`src/rtl/core/cus_pkg.sv`:
```
// package for the coap uri splitter: parser state, codes and match patterns
package cus_pkg;

    typedef enum logic [3:0] {
        PH_START,
        PH_SCHEME,
        PH_AFTER_CO,
        PH_AFTER_S,
        PH_TCP,
        PH_SEP,
        PH_HOST0,
        PH_HOST,
        PH_V6,
        PH_AFTER_V6,
        PH_PORT,
        PH_PATH,
        PH_QUERY,
        PH_ERROR
    } phase_t;

    typedef struct packed {
        phase_t      phase;
        logic [1:0]  match_index;
        logic [15:0] port_acc;
        logic        port_seen;
        logic        host_nonempty;
        logic        secure_flag;
        logic        tcp_flag;
        logic [2:0]  error_code;
    } parse_state_t;

    localparam parse_state_t PARSE_CLEAR = '{
        phase:         PH_START,
        match_index:   2'd0,
        port_acc:      16'd0,
        port_seen:     1'b0,
        host_nonempty: 1'b0,
        secure_flag:   1'b0,
        tcp_flag:      1'b0,
        error_code:    3'd0
    };

    // byte classes
    localparam logic [2:0] CLS_NONE   = 3'd0;
    localparam logic [2:0] CLS_SCHEME = 3'd1;
    localparam logic [2:0] CLS_HOST   = 3'd2;
    localparam logic [2:0] CLS_PORT   = 3'd3;
    localparam logic [2:0] CLS_PATH   = 3'd4;
    localparam logic [2:0] CLS_QUERY  = 3'd5;

    // status codes
    localparam logic [2:0] ST_OK          = 3'd0;
    localparam logic [2:0] ST_BAD_SCHEME  = 3'd1;
    localparam logic [2:0] ST_BAD_SEP     = 3'd2;
    localparam logic [2:0] ST_EMPTY_HOST  = 3'd3;
    localparam logic [2:0] ST_PORT_RANGE  = 3'd4;

    // configuration register indexes
    localparam logic REG_PLAIN_PORT  = 1'b0;
    localparam logic REG_SECURE_PORT = 1'b1;

    localparam logic [15:0] PLAIN_PORT_RESET  = 16'd5683;
    localparam logic [15:0] SECURE_PORT_RESET = 16'd5684;

    localparam logic [16:0] PORT_MAX = 17'd65535;

    // case offset between lower and upper ascii letters
    localparam logic [7:0] CASE_OFFSET = 8'h20;

    function automatic logic [7:0] scheme_char(input logic [1:0] idx);
        logic [7:0] ch;
        case (idx)
            2'd0:    ch = "c";
            2'd1:    ch = "o";
            2'd2:    ch = "a";
            default: ch = "p";
        endcase
        return ch;
    endfunction

    function automatic logic [7:0] tcp_char(input logic [1:0] idx);
        logic [7:0] ch;
        case (idx)
            2'd0:    ch = "t";
            2'd1:    ch = "c";
            default: ch = "p";
        endcase
        return ch;
    endfunction

    function automatic logic [7:0] sep_char(input logic [1:0] idx);
        logic [7:0] ch;
        case (idx)
            2'd0:    ch = ":";
            default: ch = "/";
        endcase
        return ch;
    endfunction

    // status a uri gets when it ends in the given phase
    function automatic logic [2:0] end_status(input parse_state_t st);
        logic [2:0] res;
        case (st.phase) inside
            PH_ERROR:                                    res = st.error_code;
            PH_START, PH_SCHEME:                         res = ST_BAD_SCHEME;
            PH_AFTER_CO, PH_AFTER_S, PH_TCP, PH_SEP:     res = ST_BAD_SEP;
            PH_HOST0, PH_V6:                             res = ST_EMPTY_HOST;
            default:                                     res = ST_OK;
        endcase
        return res;
    endfunction

endpackage

```
`src/rtl/core/coap_uri_splitter_unit.sv`:
```
// coap uri splitter: byte classifier with end-of-uri status, port and scheme flags
// each result is registered, in the output register or, while that is held, in the skid entry
// throughput: one byte per clock while the skid entry is empty, set by the single parser register stage
// a two-entry result buffer (output register plus skid) keeps input ready registered
// reset: parser returns to start of uri, result buffer empties, default ports 5683/5684
// configuration writes are always ready and take effect on the next byte
module coap_uri_splitter_unit
    import cus_pkg::*;
(
    input  logic        clk,
    input  logic        rst_n,

    // input byte channel
    input  logic        in_valid,
    output logic        in_ready,
    input  logic [7:0]  uri_byte,
    input  logic        last_byte,

    // result channel
    output logic        out_valid,
    input  logic        out_ready,
    output logic [2:0]  byte_class,
    output logic        uri_done,
    output logic [2:0]  status,
    output logic [15:0] port_value,
    output logic        secure_scheme,
    output logic        tcp_transport,

    // configuration write channel
    input  logic        cfg_valid,
    output logic        cfg_ready,
    input  logic        cfg_index,
    input  logic [15:0] cfg_data
);

    typedef struct packed {
        logic [2:0]  byte_class;
        logic        uri_done;
        logic [2:0]  status;
        logic [15:0] port_value;
        logic        secure_scheme;
        logic        tcp_transport;
    } result_t;

    // configuration registers
    logic [15:0] plain_port_reg;
    logic [15:0] secure_port_reg;

    // parser state
    parse_state_t state_reg;
    parse_state_t state_next;
    parse_state_t step_state;
    logic [2:0]   step_class;

    // result buffer
    result_t res_reg;
    result_t skid_reg;
    result_t res_new;
    logic    res_valid_reg;
    logic    skid_valid_reg;

    logic       in_xact;
    logic       out_xact;
    logic [2:0] end_st;

    assign cfg_ready = 1'b1;

    always_ff @(posedge clk or negedge rst_n)
    begin
        if (!rst_n)
        begin
            plain_port_reg  <= PLAIN_PORT_RESET;
            secure_port_reg <= SECURE_PORT_RESET;
        end
        else if (cfg_valid)
        begin
            unique case (cfg_index)
                REG_PLAIN_PORT:  plain_port_reg  <= cfg_data;
                REG_SECURE_PORT: secure_port_reg <= cfg_data;
                default:         ;
            endcase
        end
    end

    // one parser step per byte
    cus_step u_step (
        .cur        (state_reg),
        .uri_byte   (uri_byte),
        .nxt        (step_state),
        .byte_class (step_class)
    );

    // handshakes: input stalls only when the skid entry is occupied
    assign in_ready = !skid_valid_reg;
    assign in_xact  = in_valid && in_ready;
    assign out_xact = res_valid_reg && out_ready;

    // status as the uri stands after this byte
    assign end_st = end_status(step_state);

    always_comb
    begin
        res_new.byte_class    = step_class;
        res_new.uri_done      = last_byte;
        res_new.status        = ST_OK;
        res_new.port_value    = 16'd0;
        res_new.secure_scheme = 1'b0;
        res_new.tcp_transport = 1'b0;
        if (last_byte)
        begin
            res_new.status        = end_st;
            res_new.secure_scheme = step_state.secure_flag;
            res_new.tcp_transport = step_state.tcp_flag;
            if (end_st == ST_OK)
            begin
                if (step_state.port_seen)
                    res_new.port_value = step_state.port_acc;
                else if (step_state.secure_flag)
                    res_new.port_value = secure_port_reg;
                else
                    res_new.port_value = plain_port_reg;
            end
        end
    end

    // parser state clears after the last byte of each uri
    always_comb
    begin
        state_next = state_reg;
        if (in_xact)
            state_next = last_byte ? PARSE_CLEAR : step_state;
    end

    always_ff @(posedge clk or negedge rst_n)
    begin
        if (!rst_n)
            state_reg <= PARSE_CLEAR;
        else
            state_reg <= state_next;
    end

    // result buffer control
    always_ff @(posedge clk or negedge rst_n)
    begin
        if (!rst_n)
        begin
            res_valid_reg  <= 1'b0;
            skid_valid_reg <= 1'b0;
        end
        else if (skid_valid_reg)
        begin
            if (out_xact)
                skid_valid_reg <= 1'b0;
        end
        else if (in_xact)
        begin
            if (res_valid_reg && !out_ready)
                skid_valid_reg <= 1'b1;
            else
                res_valid_reg <= 1'b1;
        end
        else if (out_xact)
        begin
            res_valid_reg <= 1'b0;
        end
    end

    // result buffer payload
    always_ff @(posedge clk)
    begin
        if (skid_valid_reg)
        begin
            if (out_xact)
                res_reg <= skid_reg;
        end
        else if (in_xact)
        begin
            if (res_valid_reg && !out_ready)
                skid_reg <= res_new;
            else
                res_reg <= res_new;
        end
    end

    assign out_valid     = res_valid_reg;
    assign byte_class    = res_reg.byte_class;
    assign uri_done      = res_reg.uri_done;
    assign status        = res_reg.status;
    assign port_value    = res_reg.port_value;
    assign secure_scheme = res_reg.secure_scheme;
    assign tcp_transport = res_reg.tcp_transport;

endmodule

```
`src/rtl/core/cus_step.sv`:
```
// per-byte parser step: next parser state and byte class
module cus_step
    import cus_pkg::*;
(
    input  parse_state_t cur,
    input  logic [7:0]   uri_byte,
    output parse_state_t nxt,
    output logic [2:0]   byte_class
);

    logic [1:0]  mi_eff;
    logic [7:0]  pat;
    logic [19:0] port_sum;
    logic        is_digit;

    assign mi_eff   = (cur.phase == PH_START) ? 2'd0 : cur.match_index;
    assign pat      = scheme_char(mi_eff);
    assign is_digit = (uri_byte >= "0") && (uri_byte <= "9");
    assign port_sum = ({4'd0, cur.port_acc} << 3) + ({4'd0, cur.port_acc} << 1)
                    + {16'd0, uri_byte[3:0]};

    // next parser state
    always_comb
    begin
        nxt = cur;
        unique case (cur.phase) inside
            PH_START, PH_SCHEME:
            begin
                if (cur.phase == PH_START && uri_byte == "/")
                begin
                    nxt.phase = PH_PATH;
                end
                else if (uri_byte == pat || uri_byte == pat - CASE_OFFSET)
                begin
                    nxt.match_index = mi_eff;
                    if (mi_eff == 2'd3)
                    begin
                        nxt.phase = PH_AFTER_CO;
                    end
                    else
                    begin
                        nxt.phase       = PH_SCHEME;
                        nxt.match_index = mi_eff + 2'd1;
                    end
                end
                else
                begin
                    nxt.match_index = mi_eff;
                    nxt.phase       = PH_ERROR;
                    nxt.error_code  = ST_BAD_SCHEME;
                end
            end
            PH_AFTER_CO, PH_AFTER_S:
            begin
                if (uri_byte == "s" && cur.phase == PH_AFTER_CO)
                begin
                    nxt.secure_flag = 1'b1;
                    nxt.phase       = PH_AFTER_S;
                end
                else if (uri_byte == "+")
                begin
                    nxt.phase       = PH_TCP;
                    nxt.match_index = 2'd0;
                end
                else if (uri_byte == ":")
                begin
                    nxt.phase       = PH_SEP;
                    nxt.match_index = 2'd1;
                end
                else
                begin
                    nxt.phase      = PH_ERROR;
                    nxt.error_code = ST_BAD_SEP;
                end
            end
            PH_TCP:
            begin
                if (cur.match_index != 2'd3 && uri_byte == tcp_char(cur.match_index))
                begin
                    if (cur.match_index == 2'd2)
                    begin
                        nxt.tcp_flag    = 1'b1;
                        nxt.phase       = PH_SEP;
                        nxt.match_index = 2'd0;
                    end
                    else
                    begin
                        nxt.match_index = cur.match_index + 2'd1;
                    end
                end
                else
                begin
                    nxt.phase      = PH_ERROR;
                    nxt.error_code = ST_BAD_SEP;
                end
            end
            PH_SEP:
            begin
                if (cur.match_index != 2'd3 && uri_byte == sep_char(cur.match_index))
                begin
                    if (cur.match_index == 2'd2)
                    begin
                        nxt.phase = PH_HOST0;
                    end
                    else
                    begin
                        nxt.match_index = cur.match_index + 2'd1;
                    end
                end
                else
                begin
                    nxt.phase      = PH_ERROR;
                    nxt.error_code = ST_BAD_SEP;
                end
            end
            PH_HOST0:
            begin
                if (uri_byte == "[")
                begin
                    nxt.phase = PH_V6;
                end
                else if (uri_byte == ":" || uri_byte == "/" || uri_byte == "?")
                begin
                    nxt.phase      = PH_ERROR;
                    nxt.error_code = ST_EMPTY_HOST;
                end
                else
                begin
                    nxt.host_nonempty = 1'b1;
                    nxt.phase         = PH_HOST;
                end
            end
            PH_HOST:
            begin
                if (uri_byte == ":")
                begin
                    nxt.phase = PH_PORT;
                end
                else if (uri_byte == "/")
                begin
                    nxt.phase = PH_PATH;
                end
                else if (uri_byte == "?")
                begin
                    nxt.phase = PH_QUERY;
                end
            end
            PH_V6:
            begin
                if (uri_byte == "]")
                begin
                    if (!cur.host_nonempty)
                    begin
                        nxt.phase      = PH_ERROR;
                        nxt.error_code = ST_EMPTY_HOST;
                    end
                    else
                    begin
                        nxt.phase = PH_AFTER_V6;
                    end
                end
                else
                begin
                    nxt.host_nonempty = 1'b1;
                end
            end
            PH_AFTER_V6:
            begin
                if (uri_byte == ":")
                begin
                    nxt.phase = PH_PORT;
                end
                else if (uri_byte == "/")
                begin
                    nxt.phase = PH_PATH;
                end
                else if (uri_byte == "?")
                begin
                    nxt.phase = PH_QUERY;
                end
                else
                begin
                    nxt.phase      = PH_ERROR;
                    nxt.error_code = ST_BAD_SCHEME;
                end
            end
            PH_PORT:
            begin
                if (is_digit)
                begin
                    nxt.port_seen = 1'b1;
                    nxt.port_acc  = port_sum[15:0];
                    if (port_sum > {3'd0, PORT_MAX})
                    begin
                        nxt.phase      = PH_ERROR;
                        nxt.error_code = ST_PORT_RANGE;
                    end
                end
                else if (uri_byte == "/")
                begin
                    nxt.phase = PH_PATH;
                end
                else if (uri_byte == "?")
                begin
                    nxt.phase = PH_QUERY;
                end
                else
                begin
                    nxt.phase      = PH_ERROR;
                    nxt.error_code = ST_BAD_SCHEME;
                end
            end
            PH_PATH:
            begin
                if (uri_byte == "?")
                begin
                    nxt.phase = PH_QUERY;
                end
            end
            default:
            begin
                // query and error phases hold until the last byte
            end
        endcase
    end

    // byte class of the current byte
    always_comb
    begin
        byte_class = CLS_NONE;
        unique case (cur.phase) inside
            PH_START, PH_SCHEME:
            begin
                // a leading slash never matches the scheme letter
                if (uri_byte == pat || uri_byte == pat - CASE_OFFSET)
                    byte_class = CLS_SCHEME;
            end
            PH_AFTER_CO, PH_AFTER_S:
            begin
                if ((uri_byte == "s" && cur.phase == PH_AFTER_CO) || uri_byte == "+")
                    byte_class = CLS_SCHEME;
            end
            PH_TCP:
            begin
                if (cur.match_index != 2'd3 && uri_byte == tcp_char(cur.match_index))
                    byte_class = CLS_SCHEME;
            end
            PH_HOST0:
            begin
                if (!(uri_byte == "[" || uri_byte == ":" || uri_byte == "/"
                      || uri_byte == "?"))
                    byte_class = CLS_HOST;
            end
            PH_HOST:
            begin
                if (!(uri_byte == ":" || uri_byte == "/" || uri_byte == "?"))
                    byte_class = CLS_HOST;
            end
            PH_V6:
            begin
                if (uri_byte != "]")
                    byte_class = CLS_HOST;
            end
            PH_PORT:
            begin
                if (is_digit && !(port_sum > {3'd0, PORT_MAX}))
                    byte_class = CLS_PORT;
            end
            PH_PATH:
            begin
                if (uri_byte != "?")
                    byte_class = CLS_PATH;
            end
            PH_QUERY:
            begin
                byte_class = CLS_QUERY;
            end
            default:
            begin
                // separators and error phase carry no class
            end
        endcase
    end

endmodule
```
`config.mk`:
```
export PLATFORM = sky130hd
export DESIGN_NAME = coap_uri_splitter_unit
export DESIGN_NICKNAME = d
export VERILOG_FILES = /design/src/rtl/core/cus_pkg.sv /design/src/rtl/core/coap_uri_splitter_unit.sv /design/src/rtl/core/cus_step.sv
export SDC_FILE = /design/constraint.sdc
export NUM_CORES = 1
export LEC_CHECK = 0
export ABC_AREA = 0
export BUFFER_PORTS_ARGS = -buffer_cell sky130_fd_sc_hd__buf_2
export CAP_MARGIN = 10
export CELL_PAD_IN_SITES_DETAIL_PLACEMENT = 0
export CELL_PAD_IN_SITES_GLOBAL_PLACEMENT = 1
export CORE_MARGIN = 10
export CORE_UTILIZATION = 48
export DETAILED_ROUTE_END_ITERATION = 8
export PLACE_DENSITY = 0.9
export RECOVER_POWER = 100
export SLEW_MARGIN = 25
export SYNTH_ARGS = -nofsm -noshare
export SYNTH_HDL_FRONTEND = slang
export SYNTH_SLANG_ARGS = --single-unit
```
`constraint.sdc`:
```
create_clock -name clk -period 4.8 [get_ports clk]
set_clock_uncertainty 0.05 [all_clocks]
set_input_delay 0.48 -clock clk [delete_from_list [all_inputs] [get_ports clk]]
set_output_delay 0.48 -clock clk [all_outputs]
set_load 0.05 [all_outputs]
```
==> impl_results.md <==
* Worst-case reg-to-reg path depth at 13
* Nets at 913
* Max Freq at 0.232 GHz
* Routed WL at 20800 µm
* Failing checks: max-capacitance violations, max-slew violations
* Via-to-Cell Ratio at around 6
* Synth cell types at 83
* Overflow after GRT at 0
* Fill count at 1474
* Number of global-route vias before repair at 6502
* GRT busiest layer: met2
* Hpwl dp at 14900 µm
* P_leak at around 0.0036 µW
* Wire per inst at roughly 19 µm
* Tightest Pin Transition at 3.49 ns
* First-pass GRT wire length at 34300 µm
* Most frequent cells in the layout: nand2_1 (109), a21oi_1 (59), o21ai_0 (51)
* Stages on worst setup path at 13
* Max-slew violation count at 103
* HP Class: primary input to flop
* Die Area at 21600 µm²
* Mapped Avg Cell Area at 9.79 µm²
* Required @ worst endpoint at 4.97 ns
* Synth top area cells: edfxtp_1 (19%), dfrtp_1 (16%), ha_1 (6.0%)
* Syn Nets at 862
* Die height at 147 µm
* Met1 Use GR at 0.252
* First-pass detailed-route iteration total at 5
* Post-route minimum period at 4.32 ns
* Final Cell Area at around 8600 µm²
* Die W at 147 µm
* Post-synth ARST share at 0.558
* Pwr/cell area at 555 nW/µm²
* GRT Util Overall at 0.193
* Core ar. at 15900 µm²
* Setup violators final at 0
* CP arrival at between 4 and 5 ns
* CTS max path bufs at 2
* Worst Setup Start Kind: flop
* Total negative slack at 0 ns
* Synth top area share at 0.194
* WP buf/inv at 2
* DR iter-0 viols at around 560
* Flops & latches, synth at around 110
* Number of remaining DRC errors at 0
* Commonest non-fill, non-tap cell in the layout: nand2_1
* Root buf cell: clkbuf_16
* RSZ-0062 raised after global routing: no
* ANT cells at 0
* Mapped Area at slightly below 8000 µm²
* Ys flop type: edfxtp_1
* Yosys warnings at 0
* Inserted Clock Buffers at 17
* CP endpoint kind: flop
* Synthesis-to-layout area growth at 11.2%
* Post-CTS Setup Repair Bufs at 0
* CTS-repair resized insts at 0
* Critical path class: flop to flop
* IO buf count at 57
* Critical-path cell list: inv_1, fa_1, inv_1, fa_1, a211oi_1, o21ai_0, nand3_1, a32oi_1, a2111oi_1, o21ai_0, a22o_1, o31a_4, o31ai_1
* Row count at 46
* Largest fanout on the critical path at 32
* Number of synthesized flops with an enable pin at 50
* Hold Path Depth at 2
* Antenna Violating Nets Remaining at 0
* Grt met2 use at 0.293
* Vias at 6490
* Worst slew margin at -1.33
* Sink Count at roughly 110
* Clock insertion delay at the later pin of the skew report at 0.42 ns
* Clock transition at path regs at 0.05 ns
* GP Congestion at 0.973
* Initial Utilization at 0.488
* Hold buffers post-CTS at 0
* Max-Cap Viols at 2
* H-tree depth at 4
* Hold Vio Cnt, Final at 0
* Largest net degree at the start of global routing at 64
* Delay-heaviest family, CP: compound AO/OA/AOI/OAI gates
* Slowest CP cell: fa_1
* Gate Count Post-Synth at 792
* Worst path max stage delay at 0.49 ns
* Area after DPL at 8290 µm²
* # IOs at 59
* Layout cells sized above 1 at 0.165
* Seq/Total Area, Yosys at 0.399
* Antenna violations before repair at 0
* Worst VDD drop at 0.359 mV
* TritonCTS clock tree: yes
* GRT met3 Usage at 0.0571
* Max reg flops at 29
* Cell accounting for the most synthesized area: edfxtp_1
* Status: finished, violations left
* Final worst-path cycle share at 0.899
## metrics by stage
stage               instances   util  hold slack [ns]  setup WS (ns)  power [µW]
floorplan                 792      -            0.134          0.237        3260
global placement         1040  0.522            0.436          0.321        3750
detailed placement       1040  0.522            0.444          0.173        3770
CTS                      1072  0.556            0.190          0.392        4950
global route             1072  0.543            0.197          0.137        5040
finish                   1072  0.543            0.203          0.482        4780
## cell usage after synthesis, drive strengths merged, types with 5 or more instances
library cell  instances
nor4                  5
mux2i                33
a21oi                59
nand2               109
nor2                 41
dfstp                13
buf                  13
inv                  14
a22oi                 6
dfrtp                50
and3                  9
a31oi                 8
nor3b                 6
a21o                  8
o211ai                7
a211oi                7
o21ai                51
nand2b                5
edfxtp               50
o22ai                 7
o31ai                21
nor2b                 7
ha                   37
mux2                 39
clkbuf               36
xnor2                 9
nor4b                 6
nand3                16
nand4                 5
a22o                  8
nor3                 25
xor2                  8
## path summary, 6_finish.rpt
| check | start | endpoint | slack [ns] |
|---|---|---|---|
| setup reg to reg | state_reg[7] | port_value[0] | 0.48 |
| hold reg to reg | secure_port_reg[6] | secure_port_reg[6] | 0.45 |
| setup / recovery | state_reg[7] | port_value[0] | 0.48 |
| hold / removal | out_ready | skid_valid_reg | 0.20 |
| min in group asynchronous | rst_n | state_reg[5] | 1.28 |
| max in group asynchronous | rst_n | state_reg[12] | 1.41 |
## power breakdown
part / leakage [µW] / switching [µW] / internal, µW
clock network: 0.000276 / 432 / 731
logic: 0.00209 / 1480 / 634
registers: 0.00126 / 173 / 1330
## area by class of cell
cell class,count,area (µm²),share of cell area
multi-input combinational,615,4250,0.493
clock inverter,11,87.6,0.0102
inverter,15,56.3,0.00653
sequential,113,3090,0.359
clock buffer,21,460,0.0534
timing repair buffer,81,404,0.0469
tap,216,270,0.0314
## per-layer routing
layer	up-vias	wire length (µm)
met5	-	0
met4	0	659
met3	49	1450
met2	247	9460
met1	3114	9230
li1	3080	-
## cell families after synthesis
family / synth area share
AND/OR/NAND/NOR: 0.182
AO/OA/AOI/OAI: 0.199
flip-flops: 0.399
multiplexers: 0.0993
buffers and inverters: 0.0357
adder cells (fa/ha/maj): 0.0649
XOR/XNOR: 0.0192
other: 0.000484
No activity file was read; power rests on OpenSTA's default activity.
